==> config.mk <==
export PLATFORM = sky130hd
export DESIGN_NAME = rbs_reduce
export DESIGN_NICKNAME = d
export VERILOG_FILES = /design/src/design/rbs_pkg.sv /design/src/design/rbs_reduce.sv
export SDC_FILE = /design/constraint.sdc
export NUM_CORES = 1
export LEC_CHECK = 0
export ABC_AREA = 0
export BUFFER_PORTS_ARGS = -buffer_cell sky130_fd_sc_hd__buf_2
export CAP_MARGIN = 25
export CORE_AREA = 4 4 379 381
export CTS_BUF_LIST = sky130_fd_sc_hd__clkbuf_8
export CTS_CLUSTER_SIZE = 30
export DETAILED_ROUTE_END_ITERATION = 16
export DIE_AREA = 0 0 383 385
export PLACE_DENSITY_LB_ADDON = 0.08
export SYNTH_ARGS = -nofsm -noshare
export SYNTH_HDL_FRONTEND = slang
export SYNTH_SLANG_ARGS = --single-unit
==> constraint.sdc <==
create_clock -name clk -period 18.15 [get_ports clk]
set_clock_uncertainty 0.05 [all_clocks]
set_input_delay 3.63 -clock clk [delete_from_list [all_inputs] [get_ports clk]]
set_output_delay 3.63 -clock clk [all_outputs]
set_load 0.005 [all_outputs]
==> src/design/rbs_pkg.sv <==
// Shared constants and types for the ray/box slab intersection unit.
// No dependencies; every other design file imports this package.
package rbs_pkg;

    // Fixed-point format of corners, origins, directions and results.
    localparam int FRAC_BITS = 16;
    localparam int WORD_W    = 32;
    // Six quotient lanes: lower corner x/y/z, then upper corner x/y/z.
    localparam int LANES     = 6;
    localparam int AXES      = 3;
    // Magnitude of corner minus origin needs 33 bits.
    localparam int NUM_W     = WORD_W + 1;
    // Width of the scaled dividend and of the full quotient.
    localparam int DIV_W     = NUM_W + FRAC_BITS;
    localparam int IDX_W     = 3;

    localparam logic [IDX_W-1:0] REG_MIN_X = 3'd0;
    localparam logic [IDX_W-1:0] REG_MIN_Y = 3'd1;
    localparam logic [IDX_W-1:0] REG_MIN_Z = 3'd2;
    localparam logic [IDX_W-1:0] REG_MAX_X = 3'd3;
    localparam logic [IDX_W-1:0] REG_MAX_Y = 3'd4;
    localparam logic [IDX_W-1:0] REG_MAX_Z = 3'd5;

    localparam logic signed [WORD_W-1:0] SAT_MAX = {1'b0, {(WORD_W-1){1'b1}}};
    localparam logic signed [WORD_W-1:0] SAT_MIN = {1'b1, {(WORD_W-1){1'b0}}};

    // Per-lane sideband that travels with a division through the pipeline.
    typedef struct packed {
        logic [WORD_W-1:0] den_mag;   // |dir|
        logic              neg;       // quotient sign
        logic              den_zero;  // dir is zero
        logic              num_pos;   // numerator greater than zero
        logic              num_neg;   // numerator less than zero
    } lane_ctl_t;

endpackage

==> src/design/rbs_reduce.sv <==
// Back end: saturates quotients, forms near/far per axis, entry and exit,
// then the saturated difference and hit flag. Depends on rbs_pkg.
module rbs_reduce (
    input  logic                                          clk,
    input  logic                                          rst_n,
    input  logic                                          en,
    input  logic                                          in_valid,
    input  logic [rbs_pkg::LANES-1:0][rbs_pkg::DIV_W-1:0] quot,
    input  rbs_pkg::lane_ctl_t [rbs_pkg::LANES-1:0]        ctl,
    output logic                                          out_valid,
    output logic [rbs_pkg::WORD_W-1:0]                    enter_minus_exit,
    output logic                                          hit
);
    import rbs_pkg::*;

    logic                                 sat_valid_reg, nf_valid_reg, ee_valid_reg, out_valid_reg;
    logic signed [LANES-1:0][WORD_W-1:0]  q_reg, q_next;
    logic signed [AXES-1:0][WORD_W-1:0]   near_reg, far_reg, near_next, far_next;
    logic signed [WORD_W-1:0]             enter_reg, exit_reg, enter_next, exit_next;
    logic signed [WORD_W-1:0]             eme_reg, eme_next;
    logic                                 hit_reg, hit_next;
    logic signed [WORD_W:0]               ediff;

    // Saturate each quotient to 32 bits; zero divisor goes by numerator sign.
    for (genvar l = 0; l < LANES; l++) begin : g_sat
        logic big_pos, big_neg;
        assign big_pos = |quot[l][DIV_W-1:WORD_W-1];
        assign big_neg = (|quot[l][DIV_W-1:WORD_W])
                       || (quot[l][WORD_W-1] && (|quot[l][WORD_W-2:0]));
        always_comb
        begin
            if (ctl[l].den_zero)
            begin
                q_next[l] = ctl[l].num_pos ? SAT_MAX : (ctl[l].num_neg ? SAT_MIN : '0);
            end
            else if (ctl[l].neg)
            begin
                q_next[l] = big_neg ? SAT_MIN : -quot[l][WORD_W-1:0];
            end
            else
            begin
                q_next[l] = big_pos ? SAT_MAX : quot[l][WORD_W-1:0];
            end
        end
    end

    // Near and far per axis; elements of a packed array select as unsigned.
    for (genvar a = 0; a < AXES; a++) begin : g_nf
        assign near_next[a] = ($signed(q_reg[a]) < $signed(q_reg[a+AXES]))
                            ? q_reg[a] : q_reg[a+AXES];
        assign far_next[a]  = ($signed(q_reg[a]) < $signed(q_reg[a+AXES]))
                            ? q_reg[a+AXES] : q_reg[a];
    end

    // Entry is the largest of zero and the near values; exit the smallest far.
    always_comb
    begin
        enter_next = '0;
        if ($signed(near_reg[0]) > enter_next) enter_next = near_reg[0];
        if ($signed(near_reg[1]) > enter_next) enter_next = near_reg[1];
        if ($signed(near_reg[2]) > enter_next) enter_next = near_reg[2];
        exit_next = far_reg[0];
        if ($signed(far_reg[1]) < exit_next) exit_next = far_reg[1];
        if ($signed(far_reg[2]) < exit_next) exit_next = far_reg[2];
    end

    // Exact difference, then saturation.
    always_comb
    begin
        ediff = {enter_reg[WORD_W-1], enter_reg} - {exit_reg[WORD_W-1], exit_reg};
        if (ediff > $signed({SAT_MAX[WORD_W-1], SAT_MAX}))
        begin
            eme_next = SAT_MAX;
        end
        else if (ediff < $signed({SAT_MIN[WORD_W-1], SAT_MIN}))
        begin
            eme_next = SAT_MIN;
        end
        else
        begin
            eme_next = ediff[WORD_W-1:0];
        end
        hit_next = (enter_reg <= exit_reg);
    end

    always_ff @(posedge clk or negedge rst_n)
    begin
        if (!rst_n)
        begin
            sat_valid_reg <= 1'b0;
            nf_valid_reg  <= 1'b0;
            ee_valid_reg  <= 1'b0;
            out_valid_reg <= 1'b0;
        end
        else if (en)
        begin
            sat_valid_reg <= in_valid;
            nf_valid_reg  <= sat_valid_reg;
            ee_valid_reg  <= nf_valid_reg;
            out_valid_reg <= ee_valid_reg;
        end
    end

    always_ff @(posedge clk)
    begin
        if (en)
        begin
            q_reg     <= q_next;
            near_reg  <= near_next;
            far_reg   <= far_next;
            enter_reg <= enter_next;
            exit_reg  <= exit_next;
            eme_reg   <= eme_next;
            hit_reg   <= hit_next;
        end
    end

    assign out_valid        = out_valid_reg;
    assign enter_minus_exit = eme_reg;
    assign hit              = hit_reg;

`ifndef ASSERT_OFF
    // The near value of an axis never exceeds its far value.
    a_near_far: assert property (@(posedge clk) disable iff (!rst_n)
        nf_valid_reg |-> (($signed(near_reg[0]) <= $signed(far_reg[0]))
                          && ($signed(near_reg[1]) <= $signed(far_reg[1]))
                          && ($signed(near_reg[2]) <= $signed(far_reg[2]))))
        else $error("near value above far value");
    // A hit goes with a difference that is not positive.
    a_hit_sign: assert property (@(posedge clk) disable iff (!rst_n)
        out_valid_reg |-> (hit_reg == (eme_reg <= 0)))
        else $error("hit flag disagrees with entry minus exit");
`endif

endmodule

* Word-level counts from Yosys, hierarchy flattened
Cells that the tools add are included.
Widths: inputs -> output; s select.
** Cells by class
- $add $sub $neg :: 7
- Multipliers :: 0
- Divide/modulo/power cells :: 0
- Order comparisons :: 11
- Equal/unequal tests :: 0
- Shifts and indexed selects :: 0
- Muxes and demuxes :: 48
- Bitwise operators :: 0
- Reduce and logical (&&, ||, !) cells :: 30
** Operators with widths (number)
- $mux 32 :: 48
- $neg 32->32 :: 6
- $reduce_or 31->1 :: 6
- $lt 32x32->1 :: 5
- $reduce_or 18->1 :: 6
- $reduce_or 17->1 :: 6
- $gt 32x32->1 :: 2
- $gt 33x32->1 const B :: 1
- $lt 33x32->1 const B :: 1
- $sub 32x32->33 :: 1
- $gt 32x1->1 const B :: 1
- $le 32x32->1 :: 1
- $logic_and 1x1->1 :: 6
- $logic_or 1x1->1 :: 6
** Word-level totals
- Bits in registers :: 485
- Bits in latches :: 0
- Memory bits (writable) :: 0
- Memory bits (read-only) :: 0
- Bits of input ports :: 514
- Output and inout port bits :: 34
- Word-level logic and storage cells :: 116
- Memories :: 0

* Longest topological paths before layout
- Depth after elaboration :: 6
- Depth in mapped cells :: 28
- Mapped depth without buffers :: 25

* Worst setup path after synthesis
No wires, ideal clock.
- Kind :: input to register
- From :: input quot[197] in the netlist's numbering
- To :: register q_reg[147] in the netlist's numbering (data pin)
- Setup time :: 0.152 ns
- Arrival :: 6.255 ns
- Required time :: 17.948 ns
- Setup slack :: 11.693 ns
- Cell stages on the path :: 10
- Path buffers :: 1
- Path through :: inv_1 -> ha_1 -> or3b_1 -> or4_1 -> or4_4 -> o41ai_4 -> nand3_2 -> buf_2 -> o311a_1 -> o21ai_0
** RTL lines
- from (decl) :: line rbs_reduce.sv:8 : input logic [rbs_pkg::LANES-1:0][rbs_pkg::DIV_W-1:0] quot,
- to (signal assigned) :: line rbs_reduce.sv:108 : q_reg <= q_next;
- to (decl) :: line rbs_reduce.sv:17 : logic signed [LANES-1:0][WORD_W-1:0] q_reg, q_next;

* Worst setup path in the final report
- From :: register near_reg[4] in the netlist's numbering
- To :: register enter_reg[8] (data pin)
** On the way
- Word-level cells in the longest chain between the ends :: 6
** RTL lines
- from (decl) :: line rbs_reduce.sv:18 : logic signed [AXES-1:0][WORD_W-1:0] near_reg, far_reg, near_next, far_next;
- from (signal assigned) :: line rbs_reduce.sv:109 : near_reg <= near_next;
- $gt 32x1->1 :: line rbs_reduce.sv:59 : if ($signed(near_reg[0]) > enter_next) enter_next = near_reg[0];
- $mux 32 (*) :: line rbs_reduce.sv:59
- $gt 32x32->1 :: line rbs_reduce.sv:60 : if ($signed(near_reg[1]) > enter_next) enter_next = near_reg[1];
- $mux 32 (*) :: line rbs_reduce.sv:60
- $gt 32x32->1 :: line rbs_reduce.sv:61 : if ($signed(near_reg[2]) > enter_next) enter_next = near_reg[2];
- $mux 32 (*) :: line rbs_reduce.sv:61
- net enter_next[8] :: line rbs_reduce.sv:19 : logic signed [WORD_W-1:0] enter_reg, exit_reg, enter_next, exit_next;
- to (signal assigned) :: line rbs_reduce.sv:111 : enter_reg <= enter_next;
- to (decl) :: line rbs_reduce.sv:19
The timed path passes the listed nets; every way through them passes the cells marked *.
A chain may end at the register's enable or synchronous reset.

==> reports/summary.md <==
The run finished with clean final reports. Once the clock tree was built, the setup fixing pass inserted 0 buffers. The async set-reset flop share out of synthesis works out to 0.825%. After detailed routing, the number of remaining DRC violations is 0. The worst setup path is launched from a flip-flop.

Share of the clock period used by the worst path after layout: 44.4%. During placement, the flow inserted port buffers numbering 355. The number of ports placed on the die boundary is 548, and the die extent in x is 383 µm. The combinational fraction of design power is 38.6%. Before antenna repair, the detailed router went through 5 iterations. The main combinational cell family by area after synthesis was compound AO/OA/AOI/OAI gates. The layout has 14.9k filler cells. On the final layout, the worst hold slack is 0.449 ns. The sequential cells in the finished layout cover a total of 14,500 µm². The root buffer cell is sky130_fd_sc_hd__clkbuf_8.

In this run the worst path has a maximum fanout of 32. After synthesis the netlist holds a flip-flop and latch count of 485. TritonCTS created 94 clock buffers. Setup violations remaining at the end of the flow were counted as 0. The final global-route overflow total was 0; the half-perimeter wire length of the detailed placement result was 97.6 mm. At the worst endpoint, the arrival time is 8.50 ns. The multiplexer area fraction after synthesis is 9.94%. The run gives 124 MHz as the highest clock rate. The worst register-to-register path has a setup slack of 10.10 ns. Setup slack closes at 10.10 ns. The required time of the worst setup path is 18.60 ns, and the via count of the first global-routing pass is 27.6k. Number of antenna violations at the first check in global routing: 27. The compound-gate portion of the synthesized area came out at 18.2%. Summing the areas of all and, or, nand and nor instances in the mapped netlist gives 14.5% of the synthesized area.

Clock-pin slew was measured on the worst setup and hold paths at 0.06 ns. The net count of the finished layout was 4,617; the detail-routed net length per standard cell was 21.9 µm. Area occupied by multi-input gates: 18,600 µm². The path with the worst hold slack has its endpoint at out_valid$_DFFE_PN0P_. Compared with the post-synthesis result, the final layout area differs by 17.1%.

The number of flops mapped to enable cells by yosys works out to 481. The number of synthesis warnings was 0. The post-synthesis adder-cell area fraction came out at 9.52%. At the pin with the least slew margin, the transition time is 1.11 ns. The hold violation count in the final report was 0; the final estimated routing congestion in global placement was 0.804. The clock network is responsible for 24.8% of the overall power. For this block, the initial DRC count from the detailed router was 2,110. The worst hold path begins at out_valid$_DFFE_PN0P_. The total number of clock tree sinks is 485, and the wire length of the first global-routing pass is 187 mm. The clock period minus final worst setup slack is 8.05 ns, and the post-cts resize count is 0. For the post-detailed-route count of antenna-violating nets, the log shows 0. When the netlist entered floorplanning its net count stood at 4,307. The register with the most flip-flops in the layout has 192 of them. The analysis attributes to cell leakage a power of 0.0166 µW.

The cts-stage hold buffer count is 0. Worst hold path cell count: 1. The later pin in the worst-skew pair is clocked with a latency of 0.79 ns.

The core region is 141,000 µm². For this run, the leading register cell type out of synthesis is sky130_fd_sc_hd__edfxtp_1. The H-tree generated during clock tree synthesis spans 3 levels. Measured against its own limit, the worst slew margin works out to 26.3%. The capturing element type of the critical path is a flip-flop.

The share of layout cells above drive strength 1 came out at 19.2%. The die outline area was 147,000 µm². The share of total power dissipated in sequential elements is 36.6%. The analysis attributes to net switching a power of 1750 µW. The cell count after synthesis came out at 3,534.

The tools report the total via count in the routed design as 28.8k. Sequential cells were found to cover 41.7% of the synthesized design area. At the placement stage, the worst setup path has a slack of 9.72 ns.

Counting cells, the worst reg-to-reg path comes to 27. In this design, the stage delay of the slowest critical-path cell is 0.72 ns. Summed over all failing endpoints, the final setup total negative slack is 0 ns. TritonCTS built the clock tree. Setup repair after global routing left no endpoint under its margin. The slowest stage of the critical path belongs to the cell sky130_fd_sc_hd__nor4_1. For this configuration, the core starts out at a cell density of 24.8%. IR analysis of the VDD net gives a maximum drop of 56.0 µV. The buffer levels on the longest clock path is 3.

The run gives 0 as the number of violations of the max-capacitance limit. Cell internal power was estimated by the tool at 2940 µW. After detailed routing, the total wire length is 128 mm. Overall routing resource usage: 16.8%.

Overall power consumption after layout is estimated at 4690 µW. The power density over cell area was 115 nW/µm²; the total number of placement rows was 138. The critical register-to-register path endpoint is enter_reg[8]$_DFFE_PP_.

The cell area that synthesis handed to floorplanning was 34,900 µm². Net switching is 37.2% of the power. After synthesis, the mean cell area works out to 9.87 µm².

The die is 385 µm tall. In this run the critical register-to-register path is launched from near_reg[4]$_DFFE_PP_. The post-route core utilization is 29.0%. Counting distinct cell types in the post-synthesis netlist gives 83. Using the TritonRoute via totals, the vias-per-cell ratio works out to 4.96. Entering global routing, the biggest net connects 159 pins. The tools report the final number of max-transition violations as 0. The xor/xnor share of the synthesized area came out at 0.829%. The critical path is of the reg -> reg type. The path class of the tightest hold or removal check is reg -> reg.
-- through the flow --
step / cell area [µm²] / std cells
2_1_floorplan: 34900 / 3534
3_3_place_gp: 38700 / 5631
3_5_place_dp: 38800 / 5635
4_1_cts: 40800 / 5804
5_1_grt: 40800 / 5812
6_report: 40800 / 5813
-- synth_stat cells, types with 24 or more instances --
master | count | area, µm²
sky130_fd_sc_hd__nor4_1 | 55 | 344
sky130_fd_sc_hd__mux2i_1 | 156 | 1560
sky130_fd_sc_hd__a21oi_1 | 323 | 1620
sky130_fd_sc_hd__a211oi_1 | 30 | 225
sky130_fd_sc_hd__nand4_1 | 48 | 300
sky130_fd_sc_hd__mux2_2 | 169 | 1900
sky130_fd_sc_hd__a221oi_1 | 66 | 578
sky130_fd_sc_hd__o211ai_1 | 28 | 210
sky130_fd_sc_hd__a31oi_1 | 72 | 450
sky130_fd_sc_hd__and3_1 | 102 | 638
sky130_fd_sc_hd__edfxtp_1 | 481 | 14400
sky130_fd_sc_hd__or3_1 | 78 | 488
sky130_fd_sc_hd__nor2_1 | 176 | 661
sky130_fd_sc_hd__a21o_1 | 77 | 578
sky130_fd_sc_hd__nand2b_1 | 27 | 169
sky130_fd_sc_hd__nand3_1 | 42 | 210
sky130_fd_sc_hd__o21ai_0 | 202 | 1010
sky130_fd_sc_hd__clkbuf_1 | 161 | 604
sky130_fd_sc_hd__inv_1 | 299 | 1120
sky130_fd_sc_hd__nor2b_1 | 24 | 150
sky130_fd_sc_hd__nor3_1 | 81 | 405
sky130_fd_sc_hd__nand2_1 | 207 | 777
sky130_fd_sc_hd__a311o_1 | 64 | 641
sky130_fd_sc_hd__ha_1 | 258 | 3230
-- layout by cell type (no fill, tap or decap), types with 77 or more instances in the layout --
cell / synthesis / layout
sky130_fd_sc_hd__nor2_1: 176 / 172
sky130_fd_sc_hd__ha_1: 258 / 257
sky130_fd_sc_hd__inv_1: 299 / 317
sky130_fd_sc_hd__or3_1: 78 / 78
sky130_fd_sc_hd__nand2_1: 207 / 206
sky130_fd_sc_hd__nor3_1: 81 / 81
sky130_fd_sc_hd__and3_1: 102 / 102
sky130_fd_sc_hd__a21o_1: 77 / 77
sky130_fd_sc_hd__mux2_2: 169 / 169
sky130_fd_sc_hd__buf_2: 14 / 354
sky130_fd_sc_hd__o21ai_0: 202 / 202
sky130_fd_sc_hd__mux2i_1: 156 / 156
sky130_fd_sc_hd__edfxtp_1: 481 / 481
sky130_fd_sc_hd__a21oi_1: 323 / 320
sky130_fd_sc_hd__clkbuf_8: 0 / 96
-- power groups by stage --
stage	clock (µW)	sequential, µW	combinational, µW
2_1_floorplan	0	1650	1210
3_3_place_gp	0	1750	1820
3_5_place_dp	0	1750	1820
4_1_cts	1220	1720	1830
5_1_grt	1270	1740	2030
6_report	1160	1720	1810
-- final cells by class --
| cell class | count | share of cell area (%) |
|---|---|---|
| antenna | 6 | 0.0368 |
| clock buffer | 96 | 3.24 |
| clock inverter | 73 | 1.49 |
| inverter | 299 | 2.75 |
| multi-input combinational | 2564 | 45.6 |
| sequential | 485 | 35.6 |
| tap | 1890 | 5.79 |
| timing repair buffer | 400 | 5.45 |
-- critical path, delay by kind of cell (launching register included) --
family,cells,cell delay [ns]
muxes,3,1.35
and+or+nand+nor,14,3.57
adders and majority gates,2,0.50
buffers and inverters,4,1.21
AOI/OAI and AO/OA,4,0.63
DFF,1,0.43
-- how the worst max path moves through the flow --
stage                                 startpoint                 endpoint  slack (ns)  cells past startpoint
after CTS                  near_reg[4]$_DFFE_PP_  enter_reg[11]$_DFFE_PP_        9.68                     27
after global placement    near_reg[10]$_DFFE_PP_  enter_reg[11]$_DFFE_PP_        9.79                     27
after floorplan                        quot[197]     q_reg[147]$_DFFE_PP_       11.69                     10
after global routing       near_reg[4]$_DFFE_PP_  enter_reg[11]$_DFFE_PP_        9.52                     27
after detailed placement   near_reg[4]$_DFFE_PP_  enter_reg[11]$_DFFE_PP_        9.72                     27
final                      near_reg[4]$_DFFE_PP_   enter_reg[8]$_DFFE_PP_       10.10                     27
-- layer usage --
layer | GRT usage, % | vias up | part of all wire [%]
li1 | - | 14200 | -
met1 | 24.4 | 13900 | 49
met2 | 26.0 | 588 | 45
met3 | 3.45 | 152 | 4.5
met4 | 3.13 | 34 | 1.6
met5 | 0 | - | 0.17
-- cells by family (layout without fill, tap and decap cells) --
group / Yosys count / in the layout
other: 1 / 7
AO/OA/AOI/OAI: 984 / 984
multiplexers: 325 / 325
XOR/XNOR: 33 / 33
adder cells (fa/ha/maj): 266 / 266
buffers and inverters: 485 / 868
AND/OR/NAND/NOR: 955 / 955
flip-flops: 485 / 485
Power figures use the tool's default switching activity.
