<file path="src/design/rbs_pkg.sv">
// Shared constants and types for the ray/box slab intersection unit.
// No dependencies; every other design file imports this package.
package rbs_pkg;

    // Fixed-point format of corners, origins, directions and results.
    localparam int FRAC_BITS = 16;
    localparam int WORD_W    = 32;
    // Six quotient lanes: lower corner x/y/z, then upper corner x/y/z.
    localparam int LANES     = 6;
    localparam int AXES      = 3;
    // Magnitude of corner minus origin needs 33 bits.
    localparam int NUM_W     = WORD_W + 1;
    // Width of the scaled dividend and of the full quotient.
    localparam int DIV_W     = NUM_W + FRAC_BITS;
    localparam int IDX_W     = 3;

    localparam logic [IDX_W-1:0] REG_MIN_X = 3'd0;
    localparam logic [IDX_W-1:0] REG_MIN_Y = 3'd1;
    localparam logic [IDX_W-1:0] REG_MIN_Z = 3'd2;
    localparam logic [IDX_W-1:0] REG_MAX_X = 3'd3;
    localparam logic [IDX_W-1:0] REG_MAX_Y = 3'd4;
    localparam logic [IDX_W-1:0] REG_MAX_Z = 3'd5;

    localparam logic signed [WORD_W-1:0] SAT_MAX = {1'b0, {(WORD_W-1){1'b1}}};
    localparam logic signed [WORD_W-1:0] SAT_MIN = {1'b1, {(WORD_W-1){1'b0}}};

    // Per-lane sideband that travels with a division through the pipeline.
    typedef struct packed {
        logic [WORD_W-1:0] den_mag;   // |dir|
        logic              neg;       // quotient sign
        logic              den_zero;  // dir is zero
        logic              num_pos;   // numerator greater than zero
        logic              num_neg;   // numerator less than zero
    } lane_ctl_t;

endpackage

</file>
<file path="src/design/rbs_front.sv">
// Input stage: forms corner minus origin per lane and splits numerator and
// divisor into magnitudes and signs. Depends on rbs_pkg.
module rbs_front (
    input  logic                                         clk,
    input  logic                                         rst_n,
    input  logic                                         en,
    input  logic                                         in_valid,
    input  logic [rbs_pkg::AXES-1:0][rbs_pkg::WORD_W-1:0] origin,
    input  logic [rbs_pkg::AXES-1:0][rbs_pkg::WORD_W-1:0] dir,
    input  logic [rbs_pkg::LANES-1:0][rbs_pkg::WORD_W-1:0] corner,
    output logic                                         out_valid,
    output logic [rbs_pkg::LANES-1:0][rbs_pkg::NUM_W-1:0] num_mag,
    output rbs_pkg::lane_ctl_t [rbs_pkg::LANES-1:0]       ctl
);
    import rbs_pkg::*;

    logic                               valid_reg;
    logic [LANES-1:0][NUM_W-1:0]        num_mag_reg;
    lane_ctl_t [LANES-1:0]              ctl_reg;
    logic [LANES-1:0][NUM_W-1:0]        num_mag_next;
    lane_ctl_t [LANES-1:0]              ctl_next;

    // Exact 33-bit difference and magnitudes for each lane.
    for (genvar l = 0; l < LANES; l++) begin : g_lane
        logic signed [NUM_W-1:0]  diff;
        logic signed [WORD_W-1:0] d;
        assign diff = $signed({corner[l][WORD_W-1], corner[l]})
                    - $signed({origin[l % AXES][WORD_W-1], origin[l % AXES]});
        assign d    = $signed(dir[l % AXES]);
        always_comb
        begin
            num_mag_next[l]          = diff[NUM_W-1] ? NUM_W'(-diff) : NUM_W'(diff);
            ctl_next[l].den_mag      = d[WORD_W-1] ? WORD_W'(-d) : WORD_W'(d);
            ctl_next[l].neg          = diff[NUM_W-1] ^ d[WORD_W-1];
            ctl_next[l].den_zero     = (d == '0);
            ctl_next[l].num_pos      = !diff[NUM_W-1] && (diff != '0);
            ctl_next[l].num_neg      = diff[NUM_W-1];
        end
    end

    always_ff @(posedge clk or negedge rst_n)
    begin
        if (!rst_n)
        begin
            valid_reg <= 1'b0;
        end
        else if (en)
        begin
            valid_reg <= in_valid;
        end
    end

    always_ff @(posedge clk)
    begin
        if (en)
        begin
            num_mag_reg <= num_mag_next;
            ctl_reg     <= ctl_next;
        end
    end

    assign out_valid = valid_reg;
    assign num_mag   = num_mag_reg;
    assign ctl       = ctl_reg;

endmodule

</file>
<file path="config.mk">
export PLATFORM = sky130hd
export DESIGN_NAME = rbs_front
export DESIGN_NICKNAME = d
export VERILOG_FILES = /design/src/design/rbs_pkg.sv /design/src/design/rbs_front.sv
export SDC_FILE = /design/constraint.sdc
export NUM_CORES = 1
export LEC_CHECK = 0
export BUFFER_PORTS_ARGS = -buffer_cell sky130_fd_sc_hd__buf_2
export CORE_AREA = 8 8 305 307
export CTS_BUF_LIST = sky130_fd_sc_hd__clkbuf_16
export CTS_CLUSTER_SIZE = 10
export DETAILED_ROUTE_END_ITERATION = 12
export DIE_AREA = 0 0 313 315
export PLACE_DENSITY_LB_ADDON = 0.1
export SLEW_MARGIN = 15
export SYNTH_ARGS = -nofsm -noshare
export SYNTH_HDL_FRONTEND = slang
export SYNTH_SLANG_ARGS = --single-unit
</file>
<file path="constraint.sdc">
create_clock -name clk -period 0.9 [get_ports clk]
set_input_delay 0.18 -clock clk [delete_from_list [all_inputs] [get_ports clk]]
set_output_delay 0.18 -clock clk [all_outputs]
set_load 0.03 [all_outputs]
</file>
======== Yosys cells after proc, flatten, opt, wreduce, memory -nomap -nowiden ========
Index checks and enable logic that the tools add are counted.
operators by class
  bitwise gates (word level) .............. 6
  add/subtract/negate cells ............... 15
  reductions and logical operators ........ 21
  multiplexer cells ....................... 9
operators by type and width
  operator                                        count
  33-bit negation                                 6
  33-bit nonzero test                             6
  32-bit by 32-bit subtractor with 33-bit output  6
  32-bit two-way mux                              6
  32-bit logical NOT                              3
  32-bit negation                                 3
  31-bit two-way mux                              3
  1-bit logical AND                               6
  1-bit logical NOT                               6
  1-bit XOR                                       6
storage, ports and cells
  output and inout port bits .............. 415
  logic and storage cells ................. 91
  input bits .............................. 388
  register bits ........................... 316

======== Depth between registers and ports, before layout ========
Gate-level depths: netlist (run 1).
  depth after elaboration ................. 3
  depth in mapped cells ................... 16
  mapped depth without buffers ............ 16

======== Worst setup path before layout (run 1) ========
No wires, ideal clock.
  path kind ............................... input-to-reg
  start ................................... input port corner[96] (netlist bit)
  end ..................................... register num_mag_reg (netlist bit num_mag[131]), data pin
  library setup time ...................... 0.266 ns
  setup slack ............................. -3.175 ns
  buffers on the path ..................... 0
  arrival ................................. 3.809 ns
  data required time ...................... 0.634 ns
  cell stages on the path ................. 16
  cells stage by stage .................... inv_1 -> ha_1 -> fa_1 -> and2b_1 -> o31a_2 -> o21ai_1 -> or4_1 -> mux2_2 -> o31ai_1 -> nand2_2 -> nor4_1 -> nand3b_1 -> or4_1 -> or4_1 -> ha_1 -> nor2_1
between the ends
  cells in the longest elaborated chain, start to end .. 2
ends and longest elaborated chain
  what                                                line             RTL
  start, declared                                     rbs_front.sv:10  input logic [rbs_pkg::LANES-1:0][rbs_pkg::WORD_W-1:0] corner,
  32-bit by 32-bit subtractor with 33-bit output (*)  rbs_front.sv:28  - $signed({origin[l % AXES][WORD_W-1], origin[l % AXES]});
  33-bit negation                                     rbs_front.sv:32  num_mag_next[l] = diff[NUM_W-1] ? NUM_W'(-diff) : NUM_W'(diff);
  end signal, assigned                                rbs_front.sv:57  num_mag_reg <= num_mag_next;
  end, declared                                       rbs_front.sv:18  logic [LANES-1:0][NUM_W-1:0] num_mag_reg;
Every way passes the cells marked *; elsewhere a longest branch is shown, timed or not.
A chain may end at the register's enable or synchronous reset.

======== Worst setup path after layout (run 1) ========
Ends and elaborated chain as after synthesis.

==> metrics.txt, run 1 <==
sequential fraction of the synthesis area=34.1%; RSZ-0062 raised after global routing=true; aggregate global routing overflow=0; Syn-to-layout area delta=82.7%; worst skew pair latency=0.57 ns; Setup Skew=0 ns; crit path time final=3.61 ns; global-route wire length before repair=183,000 um; Slew headroom=54.9%; Max-cap violations=0; row cnt=109; Wirelength per Cell=19.4 um; fin area=50,800 um^2; r2r startpoint=out_valid; P_leak=22.3 nW; Final GP Congestion=0.915; TritonCTS clock tree=yes; Crit Path Class=in2reg; Die H=315 um; register bit total from synthesis=316; violated checks=negative setup slack; WL final=124,000 um; most common cell after layout, fill and taps aside=buf_4; met3 WL post-DR=7370 um; htree depth=2; Die X=313 um; worst hold path type=in2reg; core area=88,000 um^2; DRC Markers=0; clk slew on worst S/H paths=0.05 ns; crit path launch type=primary input; RR Endpoint=out_valid; worst setup margin=-2.71 ns; Final Util=57.7%; die area=98,600 um^2; maximum fanout along the worst path=3; Tightest Pin Transition=0.670 ns; hold depth=3; Mapped Area=27,800 um^2; hold_sp=dir[91]; layout net count=5,756; CTS max path bufs=3; pwr/cell area=1580 nW/um^2; R2R setup slack=0.14 ns; Cells after Synth=3,077; Critical Path RT=1.23 ns; FILL cells=7,893; Syn. warnings=0; Initial Utilization=31.6%; largest net degree at the start of global routing=32; asr flop ratio synth=0.316%; Top FF cell, synth=edfxtp_1; number of global-route vias before repair=31,608; vias=31,104; Hold Vio Cnt, Final=0; Setup Viol. Count Final=702; TritonRoute pass-1 iters=5; Clock Root Buffer=clkbuf_16; crit path DAT=3.93 ns; boundary pin count=803; Syn Nets=3,678; Fmax=277 MHz; layout cells sized above 1=56.1%; IO Port Bufs=802; status=finished with violations; Avg Synthesized Cell Area=9.03 um^2; uppermost routed layer=met5; commonest non-fill, non-tap cells in the layout=buf_4 (1,195), buf_2 (778), edfxtp_1 (315); FF-to-FF path depth=1; Largest register FFs=198; antenna violations before repair=27; EDFF count, synth=315; Iter 0 DRT Violations=1,534; GRT Overall Usage=23.3%; met2 wire len=62,300 um; maximum vdd drop=1710 uV; dpl cell area=43,400 um^2; CTS buffer count=42; period utilization=401%; Hold Crit Endpoint=ctl[107]; clock sink count=316; Cell variety after synth=95; Final ANT Viol Nets=0; max-slew violations=0; post-DP HPWL=102,000 um; crit end category=register; routed vias/inst=4.88; met1 wire length=50,800 um
-- Yosys cell counts (20+ instances only) --
master / number / area, um^2
nand4_1: 42 / 263
a31oi_1: 34 / 213
nor4_1: 25 / 156
inv_1: 180 / 676
xor2_1: 117 / 1020
nor2_1: 201 / 754
o21ai_0: 208 / 1040
and2_1: 25 / 156
a21o_1: 54 / 405
a21oi_1: 234 / 1170
or4_1: 23 / 173
o211ai_1: 31 / 233
nor3_1: 64 / 320
edfxtp_1: 315 / 9460
o21a_1: 42 / 315
a211oi_1: 31 / 233
and3_1: 23 / 144
nand3_1: 58 / 290
or3_1: 30 / 188
nor2b_1: 30 / 188
ha_1: 207 / 2590
clkbuf_1: 66 / 248
nand2_1: 250 / 938
o41ai_1: 20 / 175
buf_4: 100 / 751
o31ai_1: 50 / 375
xnor2_1: 310 / 2720
nand2b_1: 37 / 231
-- through the flow --
stage / total power [mW] / hold slack, ns / instances / setup slack (ns) / setup TNS (ns)
after floorplan: 42.3 / -0.116 / 3077 / -3.02 / -515.26
after global placement: 58.6 / -0.0453 / 6050 / -3.52 / -708.36
after detailed placement: 58.6 / -0.0417 / 6050 / -3.58 / -709.45
after CTS: 78.2 / -0.0426 / 6298 / -2.67 / -649.11
after global routing: 84.3 / -0.00537 / 6363 / -2.77 / -698.00
final: 80.2 / 0.0174 / 6370 / -2.71 / -649.42
-- cell type report --
type	instances	area [um^2]	area share, %
Antenna cell	21	52.6	0.104
Tap cell	1165	1460	2.87
Inverter	183	833	1.64
Sequential cell	316	9480	18.7
Clock buffer	42	1050	2.07
Timing Repair inverter	1	16.3	0.0320
Clock inverter	31	249	0.491
Multi-Input combinational cell	2396	21600	42.6
Timing Repair Buffer	2215	16000	31.6
-- critical path, stage by stage --
cell and delay [ns]:
buf_8 0.09, inv_12 0.03, ha_4 0.16, fa_2 0.39
and2b_2 0.24, o31a_4 0.18, o21ai_2 0.06, or4_1 0.46
mux2_4 0.28, o31ai_4 0.06, nand2_2 0.10, nor4_4 0.30
nand3b_1 0.13, or4_1 0.41, or4_4 0.55, ha_4 0.28
nor2_1 0.03
-- how the worst max path moves through the flow --
| stage | startpoint | end | cells past startpoint |
|---|---|---|---|
| after global placement | corner[96] | num_mag[131] | 17 |
| after floorplan | corner[96] | num_mag[131] | 16 |
| after CTS | corner[96] | num_mag[131] | 17 |
| final | corner[96] | num_mag[131] | 17 |
| after global routing | corner[96] | num_mag[131] | 17 |
| after detailed placement | corner[96] | num_mag[131] | 17 |
-- routing by layer --
layer / GRT usage [%] / vias to the layer above
met5: 0 / -
met4: 6.16 / 10
met3: 4.85 / 147
met2: 41.7 / 757
met1: 28.3 / 14781
li1: - / 15409
-- power by group --
part | switching [mW] | internal [mW] | total, mW
clock network | 6.83 | 9.10 | 15.9
registers | 1.12 | 19.9 | 21.0
logic | 23.9 | 19.3 | 43.2
-- repair_timing --
action / in CTS / in global routing
endpoints found under the hold margin: 86 / 4
setup buffers: 95 / 69
gates cloned: 7 / 1
pin swaps: 208 / 200
endpoints found under the setup margin: 701 / 703
hold buffers: 83 / 2
resized for setup: 421 / 383
-- cell families (layout without fill, tap and decap cells) --
logic type                 Yosys count  count (layout)  synth area share, %
and+or+nand+nor                    887             887                 16.0
AOI/OAI and AO/OA                  857             857                 19.8
xor gates and xnor gates           427             427                 13.5
buffers and inverters              365            2472                 6.35
DFF                                316             316                 34.1
adders and majority gates          213             213                 9.76
muxes                               12              12                0.455
other                                0              21                    0
(Power assumes the default switching activity.)
==> run 2: changes to the inputs <==
Settings changed: CORE_AREA 8 8 305 307 to 8 8 303 305, CTS_BUF_LIST sky130_fd_sc_hd__clkbuf_16 to sky130_fd_sc_hd__clkbuf_8, DIE_AREA 0 0 313 315 to 0 0 311 313.
==> run 2 against run 1 <==
The run ends with negative hold slack, negative setup slack left. Highest routed layer unchanged. Die area shrank 1.3%. Final area grew 3.4%. Worst hold slack lost 0.080 ns. Total power shrank 0.29%.
==> metrics.txt, run 2 (synthesis gave the netlist of run 1 again) <==
register area=9480 um^2; Slew headroom=56.8%; die area=97,300 um^2; GRT Overall Usage=24.2%; switch share=40.6%; met1 Usage GRT=29.7%; Comb pwr share=55.8%; grt met2 use=42.7%; htree depth=2; crit path DAT=3.89 ns; commonest non-fill, non-tap cells in the layout=buf_4 (1,263), buf_2 (701), edfxtp_1 (315); Clock Root Buffer=clkbuf_8; dpl cell area=43,400 um^2; crit end category=register; antenna violations before repair=26; Switch Pwr=32.5 mW; Initial Utilization=31.8%; aggregate global routing overflow=0; max-slew violations=0; boundary pin count=803; Syn-to-layout area delta=88.9%; largest net degree at the start of global routing=27; Setup Skew=0 ns; multi-input logic area=22,000 um^2; number of global-route vias before repair=32,213; Hold Vio Cnt, Final=3; global-route wire length before repair=187,000 um; Die H=313 um; busiest grt layer=met2; CTS max path bufs=3; grt met3 use=4.93%; crit path time final=3.43 ns; WL final=128,000 um; maximum vdd drop=1450 uV; clock sink count=316; worst skew pair latency=0.70 ns; DP Worst Slack=-3.61 ns; TritonCTS clock tree=yes; Largest register FFs=198; Crit Path Class=in2reg; maximum fanout along the worst path=2; clk slew on worst S/H paths=0.06 ns; DRC Markers=0; TritonRoute pass-1 iters=5; period utilization=381%; Die X=311 um; vias=31,948; Tightest Pin Transition=0.642 ns; status=finished with violations; worst setup margin=-2.53 ns; crit path launch type=primary input; Max-cap violations=0; layout cells sized above 1=57.9%; row cnt=109; Setup Viol. Count Final=727; violated checks=negative hold slack, negative setup slack; Critical Path RT=1.36 ns; Final ANT Viol Nets=0; RSZ-0062 raised after global routing=true; clock power share=17.8%; fin area=52,500 um^2; P_leak=23.2 nW; Final GP Congestion=0.907; sequential share of power=26.4%; Iter 0 DRT Violations=1,636; Wirelength per Cell=19.7 um; most common cell after layout, fill and taps aside=buf_4; FILL cells=7,580; worst hold slack=-0.0626 ns; worst hold path type=in2reg; layout net count=5,887; Int Pwr=47.5 mW; routed vias/inst=4.90; IO Port Bufs=802; post-DP HPWL=101,000 um; Fmax=292 MHz; core area=87,300 um^2; CTS buffer count=59; pwr/cell area=1520 nW/um^2
-- run 2: cell count changes in the layout (fill, tap and decap cells not counted), sizes merged --
cell	before	now
clkbuf	42	67
buf	2130	2217
inv	192	191
clkinv	17	35
clkinvlp	4	5
diode	21	13
dlygate4sd3	85	107
-- run 2: critical path, stage by stage --
cell and delay (ns):
buf_8 0.09, inv_12 0.03, ha_4 0.16, fa_2 0.35
and2b_1 0.22, o31a_2 0.15, o21ai_2 0.06, or4_1 0.52
mux2_4 0.28, o31ai_4 0.07, nand2_2 0.11, nor4_4 0.30
nand3b_1 0.11, or4_1 0.41, or4_4 0.55, ha_4 0.27
nor2_1 0.03
-- run 2: what timing repair did --
action                                  in CTS  in global routing
cloned                                      12                  4
resized for setup                          474                686
endpoints found under the setup margin     698                716
pin swaps                                  232                257
hold buffers                               107                 16
setup buffers                              146                100
hold endpoints to repair                   262                 24
-- run 2: per-stage QoR --
stage               utilization [%]  TNS, ns  hold slack, ns  total power [mW]  cells
floorplan                         -  -515.26          -0.116              42.3   3077
global placement               49.8  -700.68         -0.0448              58.5   6068
detailed placement             49.8  -704.85         -0.0426              58.6   6068
CTS                            56.3  -718.05          -0.127              77.5   6430
global route                   60.1  -733.33          -0.124              84.2   6509
finish                         60.1  -687.24         -0.0626              79.9   6514
-- run 2: path summary, 6_finish.rpt --
check	start	endpoint	slack, ns	cells after the start
worst min register to register	out_valid	out_valid	0.51	1
worst min-delay path	dir[87]	ctl[101]	-0.06	4
min in group asynchronous	rst_n	out_valid	0.30	3
worst max register to register	out_valid	out_valid	0.16	1
worst max-delay path	corner[96]	num_mag[131]	-2.53	17
max in group asynchronous	rst_n	out_valid	0.50	3
-- run 2: power by group through the flow --
stage	Sequential [mW]	Combinational, mW	Clock, mW
2_1_floorplan	26.4	15.9	0
3_3_place_gp	21.3	37.3	0
3_5_place_dp	21.3	37.3	0
4_1_cts	21.0	41.6	14.9
5_1_grt	21.3	47.4	15.5
6_report	21.1	44.6	14.2
-- run 2: area by class of cell --
type / count / share of cell area [%]
inverter: 183 / 1.62
clock buffer: 63 / 1.65
timing repair buffer: 2328 / 33.3
sequential: 316 / 18.1
tap: 1165 / 2.78
antenna: 13 / 0.0620
timing repair inverter: 2 / 0.0620
multi-input combinational: 2396 / 41.8
clock inverter: 48 / 0.586
-- run 2: metal layers --
layer,up-vias,routed length [um],share of wire [%]
li1,15684,-,-
met1,15201,52800,41
met2,844,64000,50
met3,207,7060,5.5
met4,12,4170,3.3
met5,-,62,0.048
==> run 3: changes to the inputs <==
Settings changed: CORE_AREA 8 8 303 305 to 8 8 310 312, DIE_AREA 0 0 311 313 to 0 0 318 320.
Clock period 0.9 ns to 4.1 ns, I/O delays scaled along.
==> run 3 against run 2 <==
The run ends with negative setup slack left. Total power down 81%. Setup slack better by 2.5 ns. Clock power is 77% lower. Core utilization is 16 points lower. Final area shrank 24%. Cell count shrank 11%. Sequential cell count did not move. Sequential power down 78%. Clock-buffer cell count down 3. Global-route usage decreased by 3.5 points. Die area is 4.5% higher. Via count decreased by 12%. Critical path type unchanged.
==> metrics.txt, run 3 (synthesis gave the netlist of run 1 again) <==
Switch Pwr=6.08 mW; Int Pwr=9.05 mW; fin area=39,800 um^2; RSZ-0062 raised after global routing=true; Tightest Pin Transition=0.865 ns; row cnt=111; Largest register FFs=198; most common cell after layout, fill and taps aside=buf_2; crit path launch type=primary input; switch share=40.2%; worst hold path type=in2reg; worst setup margin=-0.0533 ns; FILL cells=9,313; Crit Path Class=in2reg; Clock Root Buffer=clkbuf_8; crit path time final=4.15 ns; Fmax=241 MHz; antenna violations before repair=16; Slew headroom=42.4%; multi-input logic area=16,700 um^2; TritonCTS clock tree=yes; period utilization=101%; crit end category=register; Syn-to-layout area delta=43.2%; CP Cell Sequence=buf_8, inv_12, ha_4, fa_2, and2b_1, o31a_2, o21ai_2, or4_1, mux2_4, o31ai_4, nand2_2, nor4_2, buf_4, nand3b_1, or4_4, or4_4, ha_4, nor2_2; status=finished with violations; TritonRoute pass-1 iters=5; post-DP HPWL=94,600 um; pwr/cell area=380 nW/um^2; Comb pwr share=48.1%; CTS max path bufs=3; Die X=318 um; core area=91,000 um^2; largest net degree at the start of global routing=80; GRT Overall Usage=20.7%; IO Port Bufs=802; Critical Path RT=4.58 ns; Final ANT Viol Nets=0; sequential share of power=30.5%; maximum fanout along the worst path=2; Max-cap violations=0; crit path DAT=4.63 ns; commonest non-fill, non-tap cells in the layout=buf_2 (799), buf_4 (794), edfxtp_1 (315); worst skew pair latency=0.75 ns; htree depth=2; WL final=111,000 um; CTS buffer count=60; CP max stage cell=or4_4; number of global-route vias before repair=28,596; Initial Utilization=30.5%; global-route wire length before repair=167,000 um; aggregate global routing overflow=0; routed vias/inst=4.82; Iter 0 DRT Violations=1,367; Setup Viol. Count Final=1; register area=9480 um^2; layout net count=5,163; clock sink count=316; peak per-stage delay on the critical path=0.55 ns; P_leak=18.0 nW; clock power share=21.4%; vias=28,023; violated checks=negative setup slack; layout cells sized above 1=38.5%; clk slew on worst S/H paths=0.06 ns; maximum vdd drop=273 uV; Hold Vio Cnt, Final=0; Die H=320 um; Wirelength per Cell=19.1 um; Final GP Congestion=0.895; DRC Markers=0; Setup Skew=0 ns; dpl cell area=38,400 um^2; max-slew violations=0; die area=102,000 um^2; boundary pin count=803; Total Power=15.1 mW
run 3: cell count changes in the layout (fill, tap and decap cells not counted), moves of 49 or more:
cell / delta
buf_4: -469
nand2_1: +53
dlygate4sd3_1: -106
a21oi_1: +80
ha_4: -63
buf_6: -189
ha_1: +69
o21ai_0: +118
nor2_1: +49
xnor2_1: +55
buf_2: +98
o21ai_2: -71
a21oi_2: -58
xnor2_2: -53
run 3: routing by layer:
metal,up-vias,part of all wire (%),global-route usage [%]
met5,-,0,0
met4,0,2.3,5.87
met3,125,6.1,5.05
met2,656,50,37.1
met1,13075,42,24.6
li1,14167,-,-
run 3: layout make-up:
type / count / area share [%]
Clock inverter: 51 / 0.940
Tap cell: 1186 / 3.73
Multi-Input combinational cell: 2396 / 42.0
Timing Repair Buffer: 1605 / 25.6
Inverter: 183 / 1.76
Clock buffer: 60 / 2.08
Sequential cell: 316 / 23.8
Antenna cell: 12 / 0.0755
run 3: power by group through the flow:
stage / logic (mW) / clock network, mW / registers, mW
after floorplan: 3.08 / 0 / 5.80
after global placement: 7.30 / 0 / 4.67
after detailed placement: 7.29 / 0 / 4.66
after CTS: 7.34 / 3.39 / 4.62
after global routing: 7.88 / 3.50 / 4.66
final: 7.28 / 3.23 / 4.61
run 3: what timing repair did:
item                                    4_1_cts  5_1_grt
pin swaps                                     5        2
hold endpoints to repair                      1        0
gates resized for setup                       6       15
hold buffers                                  1        0
setup buffers                                 2        0
endpoints found under the setup margin        2        7
run 3: worst max-delay path, delay by kind of cell:
kind	cells	cell delay (ns)
buf+inv	3	0.28
mux	1	0.28
simple gates	8	2.19
fa+ha+maj	3	0.77
compound gates	3	0.29
run 3: path summary, 6_finish.rpt:
| path | cells past startpoint | slack (ns) | to | from |
|---|---|---|---|---|
| worst min register to register | 1 | 0.51 | out_valid | out_valid |
| worst min-delay path | 1 | 0.26 | ctl[76] | dir[64] |
| max in group asynchronous | 2 | 3.64 | out_valid | rst_n |
| min in group asynchronous | 2 | 0.37 | out_valid | rst_n |
| worst max register to register | 1 | 3.36 | out_valid | out_valid |
| worst max-delay path | 18 | -0.05 | num_mag[131] | corner[96] |
run 3: per-stage QoR:
step                hold slack, ns  TNS, ns  worst slack [ns]  util [%]  std cells
floorplan                    0.524   -0.818            -0.473         -       3077
global placement             0.487   -48.00            -0.985      42.2       5683
detailed placement           0.504   -49.01            -0.963      42.2       5683
CTS                          0.156        0            0.0109      43.6       5797
global route                 0.210  -0.0960           -0.0960      43.7       5807
finish                       0.258  -0.0533           -0.0533      43.7       5809
